$ cat src/hdl/lsa_pkg.sv
`timescale 1ns / 1ps
// ----------------------------------------------------------------------------
// lsa_pkg: shared types and constants of the Lax advection stencil step
// Register indexes, boundary mode codes and the job descriptor that travels
// from the stencil window through the lanes to the result buffer.
// ----------------------------------------------------------------------------
package lsa_pkg;

   localparam int LANES         = 3;
   localparam int INDEX_BITS    = 12;
   localparam int COUNT_BITS    = 13;
   localparam int RHO_BITS      = 18;
   localparam int MODE_BITS     = 2;
   localparam int FRAC_BITS     = 16;
   localparam int CSR_ADDR_BITS = 2;
   localparam int CSR_DATA_BITS = 18;

   localparam logic [CSR_ADDR_BITS-1:0] CSR_POINT_COUNT   = 2'd0;
   localparam logic [CSR_ADDR_BITS-1:0] CSR_COURANT_HALF  = 2'd1;
   localparam logic [CSR_ADDR_BITS-1:0] CSR_BOUNDARY_MODE = 2'd2;

   localparam logic [MODE_BITS-1:0] MODE_FIXED    = 2'd0;
   localparam logic [MODE_BITS-1:0] MODE_PERIODIC = 2'd1;
   localparam logic [MODE_BITS-1:0] MODE_FREE     = 2'd2;

   localparam logic [COUNT_BITS-1:0] POINT_COUNT_RESET = 13'd4096;

   typedef logic [INDEX_BITS-1:0] index_type;

   // one result slot: grid index, and copy = pass operand a unchanged
   typedef struct packed {
      index_type idx;
      logic      copy;
   } lane_ctl_type;

   // count = number of result slots in use (1..3), lanes filled from 0
   typedef struct packed {
      logic [1:0]                    count;
      lane_ctl_type [LANES-1:0]      lane;
   } job_type;

endpackage

$ cat src/hdl/lsa_lane.sv
`timescale 1ns / 1ps
// ----------------------------------------------------------------------------
// lsa_lane: one Lax update lane
// Registers (a+b)/2 and rho*(a-b), then subtracts the scaled product and
// saturates. A copy slot forces the product to zero and passes a.
// ----------------------------------------------------------------------------
module lsa_lane
   import lsa_pkg::*;
#(
   parameter int SAMPLE_BITS = 32
) (
   input  logic                        clock,
   input  logic                        load,
   input  logic [SAMPLE_BITS-1:0]      a,
   input  logic [SAMPLE_BITS-1:0]      b,
   input  logic                        copy,
   input  logic signed [RHO_BITS-1:0]  rho,
   output logic [SAMPLE_BITS-1:0]      value
);

   localparam int PW = SAMPLE_BITS + 1 + RHO_BITS;
   localparam int RW = SAMPLE_BITS + 4;
   localparam logic signed [RW-1:0] MAX_V = RW'((longint'(1) <<< (SAMPLE_BITS - 1)) - 1);
   localparam logic signed [RW-1:0] MIN_V = -MAX_V - RW'(1);

   logic signed [SAMPLE_BITS-1:0] half_ff, half_in;
   logic signed [PW-1:0]          prod_ff, prod_in;

   logic signed [SAMPLE_BITS:0]   sum, diff;
   logic signed [PW-1:0]          term;
   logic signed [RW-1:0]          r;

   always_comb begin
      sum  = (SAMPLE_BITS+1)'($signed(a)) + (SAMPLE_BITS+1)'($signed(b));
      diff = (SAMPLE_BITS+1)'($signed(a)) - (SAMPLE_BITS+1)'($signed(b));
      if (copy) begin
         half_in = $signed(a);
         prod_in = '0;
      end else begin
         half_in = sum[SAMPLE_BITS:1];
         prod_in = PW'(rho) * PW'(diff);
      end
   end

   always_ff @(posedge clock) begin
      if (load) begin
         half_ff <= half_in;
         prod_ff <= prod_in;
      end
   end

   always_comb begin
      term = prod_ff >>> FRAC_BITS;
      r    = RW'(half_ff) - RW'(term);
      if (r > MAX_V) begin
         value = MAX_V[SAMPLE_BITS-1:0];
      end else if (r < MIN_V) begin
         value = MIN_V[SAMPLE_BITS-1:0];
      end else begin
         value = r[SAMPLE_BITS-1:0];
      end
   end

endmodule

$ cat config.mk
export PLATFORM = sky130hd
export DESIGN_NAME = lsa_lane
export DESIGN_NICKNAME = d
export VERILOG_FILES = /design/src/hdl/lsa_pkg.sv /design/src/hdl/lsa_lane.sv
export SDC_FILE = /design/constraint.sdc
export NUM_CORES = 2
export LEC_CHECK = 0
export BUFFER_PORTS_ARGS = -buffer_cell sky130_fd_sc_hd__buf_2
export CAP_MARGIN = 10
export CORE_UTILIZATION = 45
export DETAILED_ROUTE_END_ITERATION = 8
export HOLD_SLACK_MARGIN = 0.03
export PLACE_DENSITY = 0.67
export SYNTH_ARGS = -nofsm -noshare
export SYNTH_HDL_FRONTEND = slang
export SYNTH_SLANG_ARGS = --single-unit
$ cat constraint.sdc
create_clock -name clock -period 14.2 [get_ports clock]
set_input_delay 0 -clock clock [delete_from_list [all_inputs] [get_ports clock]]
set_output_delay 0 -clock clock [all_outputs]
set_load 0.05 [all_outputs]
Word-level counts from Yosys, hierarchy flattened --
Index checks and enable logic that the tools add are counted.
Operators by class: $add $sub $neg 3, mux-type cells 3, $mul 1, $lt $le $gt $ge 2
Operators by type and width (count):
- 2-to-1 mux 32 bit | 3
- multiplier 18 x 33 -> 51 bit | 1
- > comparator 36 x 32 -> 1 bit, second input constant | 1
- < comparator 36 x 32 -> 1 bit, second input constant | 1
- subtractor 32 x 35 -> 36 bit | 1
- adder 32 x 32 -> 33 bit | 1
- subtractor 32 x 32 -> 33 bit | 1
Storage, ports and cells: input port bits 85, register bits after elaboration 83, output and inout port bits 32

Depth between registers and ports, before layout --
word-level depth 4, mapped depth 37

Worst setup path before layout --
No wires, ideal clock.
path kind input -> register, start point input a[0], end point register prod_ff[50], data pin, stages on the path 36, data arrival time 7.857 ns, library setup time 0.266 ns, slack 6.077 ns, path buffers 1, path through inv_1 > ha_1 > fa_1 > nor2b_1 > o2111ai_1 > a21oi_1 > o2111ai_1 > a2111oi_0 > nor2_1 > o21ai_1 > a31o_2 > o21ai_2 > clkbuf_1 > nand2_1 > fa_1 > inv_1 > fa_1 > ha_1 > inv_1 > fa_1 > inv_1 > fa_1 > inv_1 > fa_1 > inv_1 > ha_1 > a21o_1 > a21o_1 > a21o_1 > a21o_1 > a211oi_1 > o41ai_1 > a31o_2 > a31oi_1 > xnor2_1 > nor2_1
Between the ends: cells in the longest elaborated chain, start to end 2
RTL lines:
- start, declared | line lsa_lane.sv:14 | input logic [SAMPLE_BITS-1:0] a,
- subtractor 32 x 32 -> 33 bit | line lsa_lane.sv:35 | diff = (SAMPLE_BITS+1)'($signed(a)) - (SAMPLE_BITS+1)'($signed(b));
- multiplier 18 x 33 -> 51 bit | line lsa_lane.sv:41 | prod_in = PW'(rho) * PW'(diff);
- end signal, assigned | line lsa_lane.sv:48 | prod_ff <= prod_in;
- end, declared | line lsa_lane.sv:27 | logic signed [PW-1:0] prod_ff, prod_in;
Every way passes these cells. A chain may end at the register's enable or synchronous reset.

Worst setup path after layout --
start point input a[16], end point register prod_ff[43], data pin
The elaborated chain is that of the path after synthesis.

==> flow_summary.ini <==
[synth]
yosys.area_share.simple_pct = 16.1
yosys_warnings = 0
synthCells = 3178
syn_area_per_cell_sq_um = 8.75
synthAdderAreaFrac_pct = 50.9
syn_nets = 4051
synth_top_family_by_area = adder cells
synth-xor-area-share_pct = 4.09
yosys_most_used_dff = edfxtp_1
async_flop_share_pct = 0
synth_compound_gate_area_share_pct = 9.83
synth_cell_type_count = 80
syn_area_sq_mm = 0.0278
synth-seq-cells = 67
synth_edf_count = 67
synth_mux_area_share_pct = 0.540
yosysSeqAreaShare_pct = 7.24

[global_route]
antenna_found_initial = 2
grt_pass1_wl_mm = 120
grt_max_degree = 94
grt_pass1_vias = 22100
grt_usage_pct = 24.5
grt_overflow = 0

[setup_path]
max_stage_delay_ps = 800
crit_end = prod_ff[43]
startpoint = a[16]
crit_arrival_ps = 9870
cp_common_cell = fa_1
path_max_fanout = 18
cp.required_ps = 14260
critical-path-slowest-cell = xnor2_2
start_kind = primary input
setup.worst_path.class = in2reg
critPathCaptureType = flip-flop

[sta]
relSlewSlack_pct = 22.3
final_hold_viol_count = 0
setup_tns_ps = 0
min_period_ps = 9810
rsz0062_at_grt = no
clock.fmax_mhz = 102
slew_violations = 0
finalCritPeriodShare_pct = 69.1
final-setup-viol-count = 0
worst_pin_slew_ps = 1170

[drt]
post_drt_via_cell_ratio = 5.36
vias = 21500
wl_per_cell_um = 18.7
drc = 0
firstDrtPassIters = 5
routed_wl_mm = 74.8
drtIter0Drc = 1431
antenna_left = 0

[clocking]
root_buffer = clkbuf_16
postCtsSetupRepairBufs = 0
cts_buffers = 9
cts_tree = yes
clk_pin_slew_ps = 60
cts_resized = 0
clkSinkCount = 67
htreeDepth = 3
clock_path_buffers = 2
hold_buffers = 19

[floorplan]
die_h_um = 251
dieArea_sq_mm = 0.0628
initial_utilization_pct = 45.8
ios = 117
die_x_um = 251
row_count = 90
core_area_sq_mm = 0.0607

[layout]
final_cell_mix = inv_1, fa_1, nand2_1
syn2layout_area_growth_pct = 6.07
fill_cells = 5734
nNetsFinal = 4089
layout-drive-gt1-share_pct = 6.24
layout_commonest_cell = inv_1

[min_path]
hp-start = a[21]
min_path_type = in2reg

[outcome]
status = finished clean

[placed_design]
dp_hpwl_mm = 57.3
io_buffers = 116
gp_congestion = 0.930

[flow_run]
cap_violations = 0
==> cell type report <==
cell class	count	area, sq um	area share (%)
diodes	3	7.51	0.0255
clock buffers	11	233	0.789
well taps	782	978	3.32
multi-input cells	2288	22700	76.9
clock inverters	4	18.8	0.0636
inverters	684	2570	8.71
repair buffers	166	1010	3.41
flip-flops and latches	67	2010	6.82
==> worst min-delay path by stage <==
stage / endpoint / cells after the start
floorplan: half_ff[0] / 0
global placement: half_ff[27] / 3
detailed placement: half_ff[27] / 3
CTS: half_ff[19] / 2
global route: half_ff[20] / 3
finish: half_ff[21] / 3
==> registers in the layout, indices dropped and copies added, names as in the netlist <==
| signal | count |
|---|---|
| prod_ff | 35 |
| half_ff | 32 |
==> worst max-delay path: cells and delay by family <==
kind	cells	cell delay (ps)
buffers and inverters	6	1040
XOR/XNOR	2	960
AND/OR/NAND/NOR	7	1470
AO/OA/AOI/OAI	10	2530
adder cells (fa/ha/maj)	8	3840
==> routing by layer <==
layer / part of all wire, % / track usage, % / wire length [um] / vias up
met4: 2.3 / 6.10 / 1710 / 0
li1: - / - / - / 9793
met1: 44 / 34.7 / 33000 / 10800
met2: 46 / 39.9 / 34700 / 776
met5: 0 / 0 / 0 / -
met3: 7.3 / 2.84 / 5470 / 108
==> cells by family (layout without fill, tap and decap cells) <==
kind of cell             count (synthesis)  after routing
AO/OA/AOI/OAI                          424            424
XOR/XNOR                               128            128
adder cells (fa/ha/maj)                788            788
buffers and inverters                  823            865
flip-flops                              67             67
multiplexers                            14             14
other                                    0              3
AND/OR/NAND/NOR                        934            934
==> metrics by stage <==
stage                     utilization (%)  std cells  hold slack [ps]  cell area [sq um]  worst slack, ps
after CTS                            48.6       4002             30.7              29500             4270
final                                48.6       4005             25.0              29500             4390
after global routing                 48.6       4004             32.3              29500             3780
after detailed placement             47.8       3968              334              29000             4480
after global placement               47.8       3968              323              29000             4660
after floorplan                         -       3178              112              27800             6080
==> synthesized netlist by cell type, types with 8 or more instances <==
cell type / instances / area, sq um
a211o_1: 8 / 70.1
a211oi_1: 10 / 75.1
a21o_1: 47 / 353
a21oi_1: 137 / 686
a31oi_1: 11 / 68.8
and2_1: 213 / 1330
and3_1: 10 / 62.6
buf_2: 11 / 55.1
clkbuf_1: 120 / 450
edfxtp_1: 67 / 2010
fa_1: 572 / 11500
ha_1: 216 / 2700
inv_1: 682 / 2560
mux2_2: 8 / 90.1
nand2_1: 410 / 1540
nand2b_1: 27 / 169
nand3_1: 20 / 100
nand4_1: 17 / 106
nor2_1: 134 / 503
nor2b_1: 45 / 282
nor3_1: 24 / 120
o211ai_1: 13 / 97.6
o21a_1: 21 / 158
o21ai_0: 71 / 355
o21ai_1: 16 / 80.1
o21bai_1: 22 / 165
xnor2_1: 90 / 788
xor2_1: 36 / 315
Power is not shown: default switching activity piles up to over one toggle a cycle in this logic, so the estimate is an artifact.
