==> src/hdl/lsa_pkg.sv <==
`timescale 1ns / 1ps
// ----------------------------------------------------------------------------
// lsa_pkg: shared types and constants of the Lax advection stencil step
// Register indexes, boundary mode codes and the job descriptor that travels
// from the stencil window through the lanes to the result buffer.
// ----------------------------------------------------------------------------
package lsa_pkg;

   localparam int LANES         = 3;
   localparam int INDEX_BITS    = 12;
   localparam int COUNT_BITS    = 13;
   localparam int RHO_BITS      = 18;
   localparam int MODE_BITS     = 2;
   localparam int FRAC_BITS     = 16;
   localparam int CSR_ADDR_BITS = 2;
   localparam int CSR_DATA_BITS = 18;

   localparam logic [CSR_ADDR_BITS-1:0] CSR_POINT_COUNT   = 2'd0;
   localparam logic [CSR_ADDR_BITS-1:0] CSR_COURANT_HALF  = 2'd1;
   localparam logic [CSR_ADDR_BITS-1:0] CSR_BOUNDARY_MODE = 2'd2;

   localparam logic [MODE_BITS-1:0] MODE_FIXED    = 2'd0;
   localparam logic [MODE_BITS-1:0] MODE_PERIODIC = 2'd1;
   localparam logic [MODE_BITS-1:0] MODE_FREE     = 2'd2;

   localparam logic [COUNT_BITS-1:0] POINT_COUNT_RESET = 13'd4096;

   typedef logic [INDEX_BITS-1:0] index_type;

   // one result slot: grid index, and copy = pass operand a unchanged
   typedef struct packed {
      index_type idx;
      logic      copy;
   } lane_ctl_type;

   // count = number of result slots in use (1..3), lanes filled from 0
   typedef struct packed {
      logic [1:0]                    count;
      lane_ctl_type [LANES-1:0]      lane;
   } job_type;

endpackage

==> src/hdl/lsa_drain.sv <==
`timescale 1ns / 1ps
// ----------------------------------------------------------------------------
// lsa_drain: result buffer
// Holds the finished results of one job and hands them out one beat at a
// time, flagging the final beat of the job.
// ----------------------------------------------------------------------------
module lsa_drain
   import lsa_pkg::*;
#(
   parameter int SAMPLE_BITS = 32
) (
   input  logic                                clock,
   input  logic                                reset,
   input  logic                                in_valid,
   output logic                                in_ready,
   input  job_type                             in_job,
   input  logic [LANES-1:0][SAMPLE_BITS-1:0]   in_value,
   output logic                                rsp_valid,
   input  logic                                rsp_ready,
   output logic [INDEX_BITS-1:0]               rsp_point_index,
   output logic [SAMPLE_BITS-1:0]              rsp_new_value,
   output logic                                rsp_last_of_run
);

   logic                              valid_ff, valid_in;
   logic [1:0]                        ptr_ff, ptr_in;
   job_type                           job_ff;
   logic [LANES-1:0][SAMPLE_BITS-1:0] value_ff;

   logic last_beat, take, load;

   assign last_beat = ptr_ff == (job_ff.count - 2'd1);
   assign take      = valid_ff && rsp_ready;
   assign in_ready  = !valid_ff || (rsp_ready && last_beat);
   assign load      = in_valid && in_ready;

   assign rsp_valid       = valid_ff;
   assign rsp_point_index = job_ff.lane[ptr_ff].idx;
   assign rsp_new_value   = value_ff[ptr_ff];
   assign rsp_last_of_run = last_beat;

   always_comb begin
      valid_in = valid_ff;
      ptr_in   = ptr_ff;
      if (load) begin
         valid_in = 1'b1;
         ptr_in   = 2'd0;
      end else if (take) begin
         valid_in = !last_beat;
         ptr_in   = ptr_ff + 2'd1;
      end
   end

   always_ff @(posedge clock) begin
      if (reset) begin
         valid_ff <= 1'b0;
         ptr_ff   <= 2'd0;
      end else begin
         valid_ff <= valid_in;
         ptr_ff   <= ptr_in;
      end
   end

   always_ff @(posedge clock) begin
      if (load) begin
         job_ff   <= in_job;
         value_ff <= in_value;
      end
   end

endmodule

==> config.mk <==
export PLATFORM = sky130hd
export DESIGN_NAME = lsa_drain
export DESIGN_NICKNAME = d
export VERILOG_FILES = /design/src/hdl/lsa_pkg.sv /design/src/hdl/lsa_drain.sv
export SDC_FILE = /design/constraint.sdc
export NUM_CORES = 1
export LEC_CHECK = 0
export BUFFER_PORTS_ARGS = -buffer_cell sky130_fd_sc_hd__buf_2
export CAP_MARGIN = 10
export CORE_ASPECT_RATIO = 0.8
export CORE_UTILIZATION = 25
export CTS_BUF_LIST = sky130_fd_sc_hd__clkbuf_16
export CTS_CLUSTER_SIZE = 40
export DETAILED_ROUTE_END_ITERATION = 12
export GPL_TIMING_DRIVEN = 0
export REMOVE_ABC_BUFFERS = 1
export SLEW_MARGIN = 30
export SYNTH_ARGS = -nofsm -noshare
export SYNTH_HDL_FRONTEND = slang
export SYNTH_SLANG_ARGS = --single-unit
==> constraint.sdc <==
create_clock -name clock -period 8.7 [get_ports clock]
set_clock_uncertainty 0.1 [all_clocks]
set_input_delay 0.87 -clock clock [delete_from_list [all_inputs] [get_ports clock]]
set_output_delay 0.87 -clock clock [all_outputs]
set_load 0.02 [all_outputs]
Word level (Yosys, flattened, before mapping). Cells that the tools add are included. Widths: inputs -> output; s select.

Register bits after elaboration: 140. Word-level logic and storage cells: 30.

$add $sub $neg: 2. $lt $le $gt $ge: 1. Eq/ne operators: 1. Multiplexer cells: 6. Reductions and logical operators: 8.

Operators with widths (number): $bmux 32 s2 (1); $mux 32 (1); $bmux 13 s2 (1); $mux 13 (1); $logic_and 1x1->1 (3); $lt 2x3->1 const B (1); $add 2x1->2 const B (1); $eq 2x2->1 (1); $logic_not 1->1 (2); $mux 1 (2); $reduce_bool 2->1 (1); $reduce_or 2->1 (1); $sub 2x1->2 const B (1); $logic_or 1x1->1 (1).

Longest topological paths before layout.
Word-level depth: 6. Gate-level depth with buffers: 6.

Worst setup path before layout. Ideal clock, no wire load.

Kind: input port to flip-flop. From: input port in_valid. To: register job_ff[10] (netlist name) (enable). Setup time: 437 ps. Arrival: 2796 ps. Slack: 5367 ps. Cell stages on the path: 3. Buffers on the path: 0. Cells stage by stage: nand4b_1 -> mux2i_1 -> or2_2.

Word-level cells in the longest chain between the ends: 1.

RTL lines: start: declaration (line lsa_drain.sv:14) `input logic in_valid,`; $logic_and 1x1->1 (line lsa_drain.sv:35) `assign load = in_valid && in_ready;`; via load (line lsa_drain.sv:30) `logic last_beat, take, load;`; end signal: assignment (line lsa_drain.sv:66) `job_ff <= in_job;`; end: declaration (line lsa_drain.sv:27) `job_type job_ff;`.

The timed path passes the listed nets, and every way through them passes these cells. A chain may end at the register's enable or synchronous reset.

Final worst setup path.
From: register ptr_ff[1]. To: output port rsp_new_value[0].

Word-level cells in the longest chain between the ends: 2.

RTL lines: start: declaration (line lsa_drain.sv:26) `logic [1:0] ptr_ff, ptr_in;`; start signal: assignment (line lsa_drain.sv:60) `ptr_ff <= ptr_in;`; $bmux 32 s2 (line lsa_drain.sv:39) `assign rsp_new_value = value_ff[ptr_ff];`; $mux 32 (implied by the code) (line lsa_drain.sv:39); end: declaration (line lsa_drain.sv:21) `output logic [SAMPLE_BITS-1:0] rsp_new_value,`.

Every way passes these cells. The select of a mux whose other input is x is not followed.

==> flow_metrics.env <==
export IMPL_status="finished, final reports clean"
export IMPL_port_buffers=184
export IMPL_pin_count=188
export IMPL_finalSetupTns_ns=0
export IMPL_grt_overflow_total=0
export IMPL_die_width_microns=162.9
export IMPL_cts_sinks=137
export IMPL_cp_end_kind="output pin"
export IMPL_clkTransAtPathRegs_ns=0.05
export IMPL_hold_viol_final=0
export IMPL_routedWlPerCell_microns=14.68
export IMPL_cts_made_buffers=17
export IMPL_grt_pass1_wl_mm=17.28
export IMPL_ctsLongestPathBuffers=2
export IMPL_cts_resized=0
export IMPL_fin_ws_ns=5.243
export IMPL_dr_total_vias=3182
export IMPL_fin_util_pct=34.87
export IMPL_diodes=0
export IMPL_worstHoldPathType="flip-flop to flip-flop"
export IMPL_syn_area_sq_um=5175
export IMPL_setup_viol=0
export IMPL_slowest_stage="dfxtp_4"
export IMPL_worstSetupPathType="flip-flop to output pin"
export IMPL_drt_wl_total_mm=11.38
export IMPL_grt_max_degree=48
export IMPL_core_area_sq_um=20030
export IMPL_die_y_microns=130.7
export IMPL_ir_worst_vdd_mv=0.09507
export IMPL_power_density_nw_per_um2=225.6
export IMPL_dieArea_sq_um=21280
export IMPL_synth_edf_count=134
export IMPL_worst_pin_slew_ns=0.6678
export IMPL_yosysMostFrequentCell="edfxtp_1"
export IMPL_ctsHtreeMaxLevel=4
export IMPL_cts_setup_buffers=0
export IMPL_avgViaCountPerCell=4.106
export IMPL_ys_seq_elements=137
export IMPL_ant_nets=0
export IMPL_crit_arrival_ns=2.49
export IMPL_rsz0062_at_grt="false"
export IMPL_fin_crit_ns=3.457
export IMPL_async_flop_share_pct=0
export IMPL_grt_usage_pct=11.07
export IMPL_path_cells="nor2b_4, buf_16, nand2_1, o21ai_0, buf_2"
export IMPL_yosys_area_top_type_share_pct=77.76
export IMPL_dp_slack_ns=5.588
export IMPL_area_growth_pct=34.96
export IMPL_syn_area_per_cell_sq_um=16.91
export IMPL_crit_required_ns=7.73
export IMPL_drt_iter0_markers=90
export IMPL_yosys_area_top_type="edfxtp_1"
export IMPL_p_leak_nw=2.580
export IMPL_ys_warnings_count=0
export IMPL_ys_types=24
export IMPL_dr_pass1_iters=4
export IMPL_place_gp_congestion=0.7089
export IMPL_synth_ff_type="edfxtp_1"
export IMPL_path_max_fanout=47
export IMPL_start_kind="flip-flop"
export IMPL_clk_latency_ns=0.40
export IMPL_grt_pass1_vias=3286
export IMPL_antenna_found_initial=1
export IMPL_dpl_hpwl_mm=7.831
export IMPL_ys_seq_area_share_pct=78.92
export IMPL_cap_violations=0
export IMPL_maxSlewHeadroom_pct=55.39
export IMPL_syn_inst=306
export IMPL_synth_commonest_cells="edfxtp_1, mux2i_1, nand2_1"
export IMPL_drc=0
export IMPL_r2r_setup_slack_ns=5.79
export IMPL_slowest_delay_ns=0.75
export IMPL_root_buffer="clkbuf_16"
export IMPL_power_w=0.001576
export IMPL_nets=639
export IMPL_drive_gt1_share_pct=44.23
export IMPL_yosys_top_cells_area="edfxtp_1, mux2i_1, o21ai_0"
export IMPL_fin_crit_sh_pct=39.74
export IMPL_dpl_instance_area_sq_um=6455
export IMPL_rows=46
export IMPL_cts_tree="done"
export IMPL_design_area_sq_um=6984
export IMPL_fmax_mhz=289.3
export IMPL_initial_core_util_pct=25.84
export IMPL_slew_viol_final=0
export IMPL_postCtsHoldBufs=0
-- cell type report --
type,instances,area (sq um)
Inverter,1,3.754
Clock buffer,17,425.4
Fill cell,1964,13050
Sequential cell,137,4091
Timing Repair Buffer,189,1028
Clock inverter,15,103.9
Tap cell,264,330.3
Multi-Input combinational cell,152,1001
-- sequential cells by signal, summed over array words and instances, names as in the netlist --
register,cells
rsp_valid,1
job_ff,38
value_ff,96
ptr_ff,2
-- where the power goes --
| part | internal, W | switching (W) | total, W |
|---|---|---|---|
| sequential | 0.000781 | 0.0000162 | 0.000797 |
| clock | 0.000364 | 0.000274 | 0.000638 |
| combinational | 0.0000588 | 0.0000816 | 0.000140 |
-- stage by stage --
step	instances	hold slack (ns)
after detailed placement	743	0.4674
after floorplan	290	0.5021
after global routing	775	0.5019
after global placement	738	0.4420
after CTS	775	0.4748
final	775	0.4795
-- critical path: cells and delay by family (launching register included) --
family,cells,cell delay [ns]
AOI/OAI and AO/OA,1,0.09
DFF,1,0.75
and+or+nand+nor,2,0.75
buffers and inverters,2,0.45
-- cells by family (layout without fill, tap and decap cells) --
logic type             after synthesis  in the layout  synth area share [%]
AO/OA/AOI/OAI                       48             48                 4.908
XOR/XNOR                             2              2                0.7013
buffers and inverters               17            222                 1.934
flip-flops                         137            137                 78.92
multiplexers                        46             46                 8.897
AND/OR/NAND/NOR                     56             56                 4.642
-- cell usage in the layout, fill, tap and decap left out --
cell / n
clkinvlp_4: 3
buf_12: 4
nand2b_1: 2
nor2b_4: 1
edfxtp_1: 134
nand3_1: 1
nor2b_1: 1
xor2_1: 1
clkbuf_16: 17
a21bo_2: 1
dfxtp_1: 1
nor2_1: 1
buf_16: 1
a311oi_1: 1
buf_2: 184
dfxtp_4: 2
inv_6: 4
a311o_1: 1
clkinv_4: 2
or2_4: 1
nand3b_1: 1
a21oi_1: 1
nand4b_1: 2
inv_1: 2
mux2i_1: 46
xnor2_4: 1
o21ai_0: 44
clkinv_2: 5
nand2_1: 45
nor4_1: 1
-- final timing paths --
kind	cells after the start	to	from
max	5	rsp_new_value[0]	ptr_ff[1]
min	2	rsp_valid	rsp_valid
max reg2reg	7	job_ff[8]	ptr_ff[0]
min reg2reg	2	rsp_valid	rsp_valid
-- layer usage --
metal / vias up / global-route usage, % / part of all wire (%)
met5: - / 0 / 0
li1: 1547 / - / -
met1: 1498 / 13.26 / 43
met3: 9 / 4.261 / 7.6
met4: 0 / 3.793 / 1.1
met2: 128 / 18.30 / 48
No activity file was read; power rests on OpenSTA's default activity.
