`src/hdl/lsa_pkg.sv`:
```
`timescale 1ns / 1ps
// ----------------------------------------------------------------------------
// lsa_pkg: shared types and constants of the Lax advection stencil step
// Register indexes, boundary mode codes and the job descriptor that travels
// from the stencil window through the lanes to the result buffer.
// ----------------------------------------------------------------------------
package lsa_pkg;

   localparam int LANES         = 3;
   localparam int INDEX_BITS    = 12;
   localparam int COUNT_BITS    = 13;
   localparam int RHO_BITS      = 18;
   localparam int MODE_BITS     = 2;
   localparam int FRAC_BITS     = 16;
   localparam int CSR_ADDR_BITS = 2;
   localparam int CSR_DATA_BITS = 18;

   localparam logic [CSR_ADDR_BITS-1:0] CSR_POINT_COUNT   = 2'd0;
   localparam logic [CSR_ADDR_BITS-1:0] CSR_COURANT_HALF  = 2'd1;
   localparam logic [CSR_ADDR_BITS-1:0] CSR_BOUNDARY_MODE = 2'd2;

   localparam logic [MODE_BITS-1:0] MODE_FIXED    = 2'd0;
   localparam logic [MODE_BITS-1:0] MODE_PERIODIC = 2'd1;
   localparam logic [MODE_BITS-1:0] MODE_FREE     = 2'd2;

   localparam logic [COUNT_BITS-1:0] POINT_COUNT_RESET = 13'd4096;

   typedef logic [INDEX_BITS-1:0] index_type;

   // one result slot: grid index, and copy = pass operand a unchanged
   typedef struct packed {
      index_type idx;
      logic      copy;
   } lane_ctl_type;

   // count = number of result slots in use (1..3), lanes filled from 0
   typedef struct packed {
      logic [1:0]                    count;
      lane_ctl_type [LANES-1:0]      lane;
   } job_type;

endpackage

```
`src/hdl/lsa_window.sv`:
```
`timescale 1ns / 1ps
// ----------------------------------------------------------------------------
// lsa_window: row position, sample window and job register
// Tracks the position in the row and the recent samples, decides which
// results an incoming sample causes and registers them as one job.
// ----------------------------------------------------------------------------
module lsa_window
   import lsa_pkg::*;
#(
   parameter int MAX_POINTS  = 4096,
   parameter int SAMPLE_BITS = 32
) (
   input  logic                                  clock,
   input  logic                                  reset,
   input  logic                                  req_valid,
   output logic                                  req_ready,
   input  logic [SAMPLE_BITS-1:0]                req_sample,
   input  logic [COUNT_BITS-1:0]                 point_count,
   input  logic [MODE_BITS-1:0]                  boundary_mode,
   output logic                                  job_valid,
   input  logic                                  job_ready,
   output job_type                               job,
   output logic [LANES-1:0][SAMPLE_BITS-1:0]     job_a,
   output logic [LANES-1:0][SAMPLE_BITS-1:0]     job_b
);

   localparam int POS_BITS = (MAX_POINTS > 2) ? $clog2(MAX_POINTS) : 1;
   localparam int CW = (POS_BITS + 1 > COUNT_BITS) ? POS_BITS + 1 : COUNT_BITS;

   logic [SAMPLE_BITS-1:0] first_ff, first_in;
   logic [SAMPLE_BITS-1:0] second_ff, second_in;
   logic [SAMPLE_BITS-1:0] older_ff;
   logic [SAMPLE_BITS-1:0] newer_ff;
   logic [POS_BITS-1:0]    pos_ff, pos_in;

   logic                                job_valid_ff, job_valid_in;
   job_type                             job_ff, job_in;
   logic [LANES-1:0][SAMPLE_BITS-1:0]   job_a_ff, job_a_in;
   logic [LANES-1:0][SAMPLE_BITS-1:0]   job_b_ff, job_b_in;

   logic          accept;
   logic [CW-1:0] pc_w, n_eff, pos_w, pos_next_w, pos_prev_w;
   logic          last;
   logic          mode_periodic, mode_free, mode_fixed;
   index_type     idx_cur, idx_prev;

   assign accept    = req_valid && req_ready;
   assign req_ready = !job_valid_ff || job_ready;
   assign job_valid = job_valid_ff;
   assign job       = job_ff;
   assign job_a     = job_a_ff;
   assign job_b     = job_b_ff;

   // effective row length; out-of-range lengths clamp
   always_comb begin
      pc_w = CW'(point_count);
      if (pc_w < CW'(3)) begin
         n_eff = CW'(3);
      end else if (pc_w > CW'(MAX_POINTS)) begin
         n_eff = CW'(MAX_POINTS);
      end else begin
         n_eff = pc_w;
      end
   end

   assign pos_w      = CW'(pos_ff);
   assign pos_next_w = pos_w + CW'(1);
   assign pos_prev_w = pos_w - CW'(1);
   assign last       = pos_next_w >= n_eff;
   assign idx_cur    = pos_w[INDEX_BITS-1:0];
   assign idx_prev   = pos_prev_w[INDEX_BITS-1:0];

   // mode 3 behaves as fixed ends
   always_comb begin
      mode_periodic = 1'b0;
      mode_free     = 1'b0;
      unique case (boundary_mode)
         MODE_PERIODIC: mode_periodic = 1'b1;
         MODE_FREE:     mode_free     = 1'b1;
         default:       mode_periodic = 1'b0;
      endcase
      mode_fixed = !mode_periodic && !mode_free;
   end

   // result slots caused by the current sample
   always_comb begin
      logic [1:0] k;
      k        = 2'd0;
      job_in   = '0;
      job_a_in = '0;
      job_b_in = '0;
      if (pos_ff == '0) begin
         if (mode_fixed) begin
            job_in.lane[0] = '{idx: '0, copy: 1'b1};
            job_a_in[0]    = req_sample;
            k              = 2'd1;
         end
      end else if (pos_ff != POS_BITS'(1)) begin
         if (mode_free && pos_w == CW'(2)) begin
            job_in.lane[k] = '{idx: '0, copy: 1'b0};
            job_a_in[k]    = req_sample;
            job_b_in[k]    = older_ff;
            k              = k + 2'd1;
         end
         job_in.lane[k] = '{idx: idx_prev, copy: 1'b0};
         job_a_in[k]    = req_sample;
         job_b_in[k]    = older_ff;
         k              = k + 2'd1;
         if (last) begin
            if (mode_periodic) begin
               job_in.lane[k] = '{idx: idx_cur, copy: 1'b0};
               job_a_in[k]    = first_ff;
               job_b_in[k]    = newer_ff;
               k              = k + 2'd1;
               job_in.lane[k] = '{idx: '0, copy: 1'b0};
               job_a_in[k]    = second_ff;
               job_b_in[k]    = req_sample;
               k              = k + 2'd1;
            end else begin
               // fixed copies the end sample, free repeats the interior result
               job_in.lane[k] = '{idx: idx_cur, copy: mode_fixed};
               job_a_in[k]    = req_sample;
               job_b_in[k]    = older_ff;
               k              = k + 2'd1;
            end
         end
      end
      job_in.count = k;
   end

   always_comb begin
      first_in  = first_ff;
      second_in = second_ff;
      if (pos_ff == '0) begin
         first_in = req_sample;
      end
      if (pos_ff == POS_BITS'(1)) begin
         second_in = req_sample;
      end
      pos_in = last ? '0 : pos_next_w[POS_BITS-1:0];
   end

   // jobs without results are dropped here
   always_comb begin
      if (accept && job_in.count != 2'd0) begin
         job_valid_in = 1'b1;
      end else if (job_ready) begin
         job_valid_in = 1'b0;
      end else begin
         job_valid_in = job_valid_ff;
      end
   end

   always_ff @(posedge clock) begin
      if (reset) begin
         first_ff     <= '0;
         second_ff    <= '0;
         older_ff     <= '0;
         newer_ff     <= '0;
         pos_ff       <= '0;
         job_valid_ff <= 1'b0;
      end else begin
         job_valid_ff <= job_valid_in;
         if (accept) begin
            first_ff  <= first_in;
            second_ff <= second_in;
            older_ff  <= newer_ff;
            newer_ff  <= req_sample;
            pos_ff    <= pos_in;
         end
      end
   end

   always_ff @(posedge clock) begin
      if (accept) begin
         job_ff   <= job_in;
         job_a_ff <= job_a_in;
         job_b_ff <= job_b_in;
      end
   end

endmodule

```
`config.mk`:
```
export PLATFORM = sky130hd
export DESIGN_NAME = lsa_window
export DESIGN_NICKNAME = d
export VERILOG_FILES = /design/src/hdl/lsa_pkg.sv /design/src/hdl/lsa_window.sv
export SDC_FILE = /design/constraint.sdc
export NUM_CORES = 1
export LEC_CHECK = 0
export BUFFER_PORTS_ARGS = -buffer_cell sky130_fd_sc_hd__buf_2
export CAP_MARGIN = 20
export CORE_MARGIN = 5
export CORE_UTILIZATION = 45
export DETAILED_ROUTE_END_ITERATION = 10
export GPL_TIMING_DRIVEN = 0
export PLACE_DENSITY = 0.69
export SETUP_SLACK_MARGIN = 0.3
export SLEW_MARGIN = 20
export SYNTH_ARGS = -nofsm -noshare
export SYNTH_HDL_FRONTEND = slang
export SYNTH_SLANG_ARGS = --single-unit
```
`constraint.sdc`:
```
create_clock -name clock -period 8.5 [get_ports clock]
set_input_delay 0.85 -clock clock [delete_from_list [all_inputs] [get_ports clock]]
set_output_delay 0.85 -clock clock [all_outputs]
set_load 0.01 [all_outputs]
```
After elaboration in Yosys (flattened, before gate mapping)

Index checks and enable logic that the tools add are counted.

Add/sub/neg operators: 5
$mul: 0
Divide/modulo/power cells: 0
Order comparisons: 9
Equality and inequality tests: 5
Shift operators: 0
Mux-type cells: 58
Bitwise operators: 3
Reductions and logical operators: 17

Operators by type and width:

| operator                                               | count |
|---|---|
| bitwise mux 96 bit                                     | 8 |
| two-way mux 32 bit                                     | 12 |
| two-way mux 96 bit                                     | 4 |
| demux 32 bit (select 2 bit)                            | 3 |
| bitwise mux 39 bit                                     | 3 |
| two-way mux 13 bit                                     | 9 |
| demux 13 bit (select 2 bit)                            | 3 |
| two-way mux 39 bit                                     | 2 |
| AND 39 bit                                             | 1 |
| NOT 39 bit                                             | 1 |
| adder 12 x 1 -> 13 bit, second input constant          | 1 |
| >= comparator 13 bit                                   | 1 |
| greater-than comparator 13 bit, second input constant  | 1 |
| < comparator 13 x 2 -> 1 bit, second input constant    | 1 |
| equality test 12 x 1 -> 1 bit, second input constant   | 1 |
| equality test 12 x 2 -> 1 bit, second input constant   | 1 |
| logical NOT 12 bit                                     | 1 |
| two-way mux 12 bit                                     | 1 |
| two-way mux 2 bit                                      | 6 |
| inequality test 12 x 1 -> 1 bit, second input constant | 1 |
| subtractor 12 x 1 -> 12 bit, second input constant     | 1 |
| < comparator 2 x 3 -> 1 bit, second input constant     | 3 |
| logical AND 1 bit                                      | 7 |
| two-way mux 1 bit                                      | 7 |
| other kinds (10)                                       | 18 |

Register bits: 374
Bits in latches: 0
Memory bits (writable): 0
Memory bits (read-only): 0
Input port bits: 51
Output and inout port bits: 235
Word-level logic and storage cells: 116
Memories: 0

Longest topological paths before layout

Depth in word-level cells: 18
Gate-level depth with buffers: 15

Worst setup path after synthesis

Ideal clock, no wire load.

Path kind: input port to flip-flop
Start point: input port job_ready
End point: register pos_ff[10], in the netlist idx_cur[10]
Setup time: 0.438 ns
Arrival time: 8.571 ns
Path slack: -0.509 ns
Cell stages on the path: 6
Path buffers: 2
Path through: nand2b_1 -> nand2_1 -> clkinv_1 -> clkbuf_1 -> clkbuf_1 -> o21ai_0

Longest elaborated chain between the ends: 2

Ends and longest elaborated chain:

| element                | line              | text |
|---|---|---|
| start: declaration     | lsa_window.sv:21  | `input logic job_ready,` |
| logical OR 1 bit       | lsa_window.sv:48  | `assign req_ready = !job_valid_ff \|\| job_ready;` |
| logical AND 1 bit      | lsa_window.sv:47  | `assign accept = req_valid && req_ready;` |
| named net accept       | lsa_window.sv:41  | `logic accept;` |
| end signal: assignment | lsa_window.sv:169 | `pos_ff <= pos_in;` |
| end: declaration       | lsa_window.sv:34  | `logic [POS_BITS-1:0] pos_ff, pos_in;` |

The timed path passes the listed nets, and every way through them passes these cells.
A chain may end at the register's enable or synchronous reset.

Worst setup path after layout

Start point: register pos_ff[2], in the netlist idx_cur[2]
End point: register job_a_ff (netlist bit job_a[79]), data pin

Longest elaborated chain between the ends: 14

Ends and longest elaborated chain:

| element                                                                   | line                                 | text |
|---|---|---|
| equality test 12 x 2 -> 1 bit                                             | lsa_window.sv:99                     | `if (mode_free && pos_w == CW'(2)) begin` |
| logical AND 1 bit                                                         | lsa_window.sv:99                     |  |
| two-way mux 1 bit                                                         | lsa_window.sv:99                     |  |
| two-way mux 2 bit                                                         | lsa_window.sv:98                     | `end else if (pos_ff != POS_BITS'(1)) begin` |
| two-way mux 2 bit                                                         | lsa_window.sv:92                     | `if (pos_ff == '0) begin` |
| adder 2 x 1 -> 2 bit (tied with other cells)                              | lsa_window.sv:108                    | `k = k + 2'd1;` |
| adder 2 x 1 -> 2 bit (tied with other cells)                              | lsa_window.sv:114                    | `k = k + 2'd1;` |
| < comparator 2 x 3 -> 1 bit (not written as such) (tied with other cells) | lsa_window.sv:116                    | `job_a_in[k] = second_ff;` |
| logical AND 1 bit (not written as such) (tied with other cells)           | lsa_window.sv:116                    |  |
| two-way mux 32 bit (not written as such) (tied with other cells)          | lsa_window.sv:116                    |  |
| demux 32 bit (select 2 bit) or bitwise mux 96 bit (tied branches)         | lsa_window.sv:116, lsa_window.sv:112 |  |
| bitwise mux 96 bit                                                        | lsa_window.sv:116                    |  |
| two-way mux 96 bit                                                        | lsa_window.sv:110                    | `if (mode_periodic) begin` |
| two-way mux 96 bit                                                        | lsa_window.sv:109                    | `if (last) begin` |
| end signal: assignment                                                    | lsa_window.sv:177                    | `job_a_ff <= job_a_in;` |
| end: declaration                                                          | lsa_window.sv:38                     | `logic [LANES-1:0][SAMPLE_BITS-1:0] job_a_ff, job_a_in;` |

Parallel ways exist; a longest one is shown, timed or not. The select of a mux whose other input is x is not followed.

==> qor.tcl <==
set qor(count_of_flip_flops_with_a_built_in_enable_after_synthesis) 233
set qor(synth.mux.area_fraction_pct) 4.54
set qor(start_util_pct) 45.8
set qor(dp.cells) 2186
set qor(dr.first_iter.drc_count) 775
set qor(ys.flop_type) {edfxtp_1}
set qor(syn-cell-area_sq_mm) 0.0159
set qor(synth-simple-area-share_pct) 15.0
set qor(worstPathArrival_ps) 5700
set qor(drt_first_pass_iters) 5
set qor(fin_nets) 1847
set qor(tns_ps) 0
set qor(total_leakage_power_nw) 7.59
set qor(final-setup-viol-count) 0
set qor(holdCritPathClass) {flop to flop}
set qor(hold_ws_ps) 451
set qor(syn_area_cell_sq_um) 11.1
set qor(fin_crit_sh_pct) 64.2
set qor(cts_hold_buf) 0
set qor(p_per_area_mw_per_mm2) 224
set qor(clock_sinks) 374
set qor(viasPerCell) 5.37
set qor(synth-compound-area-share_pct) 12.4
set qor(clock_latency_ps) 530
set qor(tritoncts_clock_tree) {yes}
set qor(rsz0062_at_grt) {no}
set qor(worstSetupPathType) {flop to flop}
set qor(rr_worst_depth) 15
set qor(critPathCaptureType) {flop}
set qor(finalWirelength_um) 45100
set qor(post_synth_most_frequent_cells) {nand2_1 (288), edfxtp_1 (233), a21oi_1 (143)}
set qor(report.final.slew_viol_count) 0
set qor(critPathLaunchType) {flop}
set qor(syn-instance-count) 1435
set qor(synth.top_cell.area_share_pct) 44.1
set qor(avgRoutedWirePerCell_um) 20.0
set qor(grt_antenna_before_repair) 1
set qor(dpl.hpwl_um) 31800
set qor(fp-row-count) 68
set qor(die_h_um) 198
set qor(synth_warnings) 0
set qor(cts_root_buf) {clkbuf_16}
set qor(cp_max_fo) 10
set qor(yosys.cell_count.top_type) {nand2_1}
set qor(share_of_synthesized_registers_carrying_an_async_set_or_reset_pct) 0
set qor(residual_drc_count) 0
set qor(cts.htree.levels) 2
set qor(worst_pin_slew_ps) 1020
set qor(floorplan.io_pins) 286
set qor(finalWeightedCongestion) 0.848
set qor(endpoints_failing_hold) 0
set qor(num_vias) 12100
set qor(crit_required_ps) 8740
set qor(grt_first_pass_wirelength_um) 68900
set qor(post_synth_xor_area_fraction_pct) 1.05
set qor(post_route_cells_drive_above_1_share_pct) 20.9
set qor(grt_overflow_total) 0
set qor(sequential_to_total_area_share_from_yosys_stat_pct) 61.8
set qor(synth_adder_area_share_pct) 1.81
set qor(outcome) {finished clean}
set qor(clockBufferDepth) 3
set qor(grt_start_max_net_pins) 75
set qor(worst_setup_hold_path_clk_slew_ps) 60
set qor(synth_to_layout_area_growth_pct) 21.6
set qor(setup.reg_to_reg.worst_slack_ps) 3040
set qor(fillers) 3001
set qor(floorplan.die_area_sq_mm) 0.0392
set qor(fp.coreArea_sq_mm) 0.0347
set qor(cells_taking_the_most_area_after_synthesis) {edfxtp_1 (44%), dfxtp_1 (18%), nand2_1 (6.8%)}
set qor(worst_hold_path_depth) 2
set qor(grt_pass1_vias) 12100
set qor(timing.clock.skew_ps) 17.0
set qor(layoutNonFillerInstCount) 2260
set qor(synth_area_leader_cell) {edfxtp_1}
set qor(grtUsageTotal_pct) 22.3
set qor(timing.final.crit_period_ps) 5460
set qor(detailedPlace.worstSlack_ps) 3180
set qor(floorplan.die.width_um) 198
set qor(postCtsSetupRepairBufs) 0
set qor(largest_family_of_logic_cells_by_synthesized_area) {simple AND/OR/NAND/NOR gates}
set qor(synth_seq_cells) 374
set qor(slew_headroom_pct) 31.6
set qor(distinct_cell_type_count_after_synthesis) 50
set qor(portBuffers) 284
set qor(maximum_operating_frequency_mhz) 183
set qor(cts-buffers-inserted) 40
set qor(post_cts.resized_instances) 0
set qor(ir_worst_vdd_mv) 0.159
set qor(ant_nets) 0
set qor(post-route-worst-setup-slack_ps) 3040
set qor(max-cap-violations) 0
metrics by stage:
step / cell area, sq um / utilization (%) / total power, mW
after detailed placement: 18000 / 51.9 / 2.63
after CTS: 19300 / 55.6 / 4.37
final: 19300 / 55.6 / 4.33
after floorplan: 15900 / - / 2.41
after global routing: 19300 / 55.6 / 4.50
after global placement: 17900 / 51.6 / 2.62
cells in the final DEF (no fill, tap or decap), drive strengths merged, types with 19 or more instances in the layout:
cell and count:
nor2 97, buf 314, ha 23, nand2 288, clkbuf 132, and2 38, o21ai 19, a21oi 143
clkinv 19, edfxtp 233, nor2b 36, a22oi 64, mux2 64, dfxtp 141, a22o 64
registers in the layout (all words and copies together) (netlist names):
signal	flops
job_a	96
job_b	96
job	41
first_ff	32
newer_ff	32
older_ff	32
second_ff	32
idx_cur	12
job_valid	1
path summary, 6_finish.rpt:
kind / start / endpoint
setup / recovery: idx_cur[2]$_SDFFE_PP0P_ / job_a[79]$_SDFFCE_PP0P_
hold / removal: second_ff[31]$_SDFFE_PP0P_ / second_ff[31]$_SDFFE_PP0P_
setup reg to reg: idx_cur[2]$_SDFFE_PP0P_ / job_a[79]$_SDFFCE_PP0P_
hold reg to reg: second_ff[31]$_SDFFE_PP0P_ / second_ff[31]$_SDFFE_PP0P_
power breakdown:
group          internal [mW]  total, mW  switching (mW)
combinational          0.155      0.470           0.315
sequential              2.06       2.12          0.0568
clock                   1.04       1.75           0.710
area by class of cell:
class | instances | area, sq um | share of cell area [%]
buffer | 111 | 503 | 2.60
antenna | 1 | 2.50 | 0.0130
tap | 455 | 569 | 2.95
multi-input combinational | 948 | 5560 | 28.8
clock inverter | 25 | 264 | 1.37
clock buffer | 48 | 1050 | 5.44
sequential | 374 | 9820 | 50.8
timing repair buffer | 287 | 1500 | 7.79
inverter | 11 | 41.3 | 0.214
kinds of logic (layout without fill, tap and decap cells):
logic type / Yosys count / count (layout)
AND/OR/NAND/NOR: 526 / 526
multiplexers: 64 / 64
buffers and inverters: 122 / 482
other: 1 / 11
AO/OA/AOI/OAI: 306 / 306
XOR/XNOR: 19 / 19
flip-flops: 374 / 374
adder cells (fa/ha/maj): 23 / 23
critical path, stage by stage, from the launching register on:
cell and delay [ps]:
dfxtp_1 390, clkbuf_1 470, nand3_1 220, nor3_1 570
and3_1 340, and3_1 280, xor2_1 210, ha_1 270
a21oi_1 130, o221ai_1 250, a21o_1 230, clkbuf_1 230
nand2_1 340, clkbuf_1 560, clkbuf_1 520, nor2_1 150
routing by layer:
layer / up-vias / track usage, % / share of wire [%]
met3: 68 / 3.96 / 7.1
met1: 5901 / 30.7 / 43
met5: - / 0 / 0
met4: 0 / 6.02 / 2.3
met2: 408 / 36.7 / 48
li1: 5768 / - / -
Note: power is estimated with default switching activity, not from simulation.
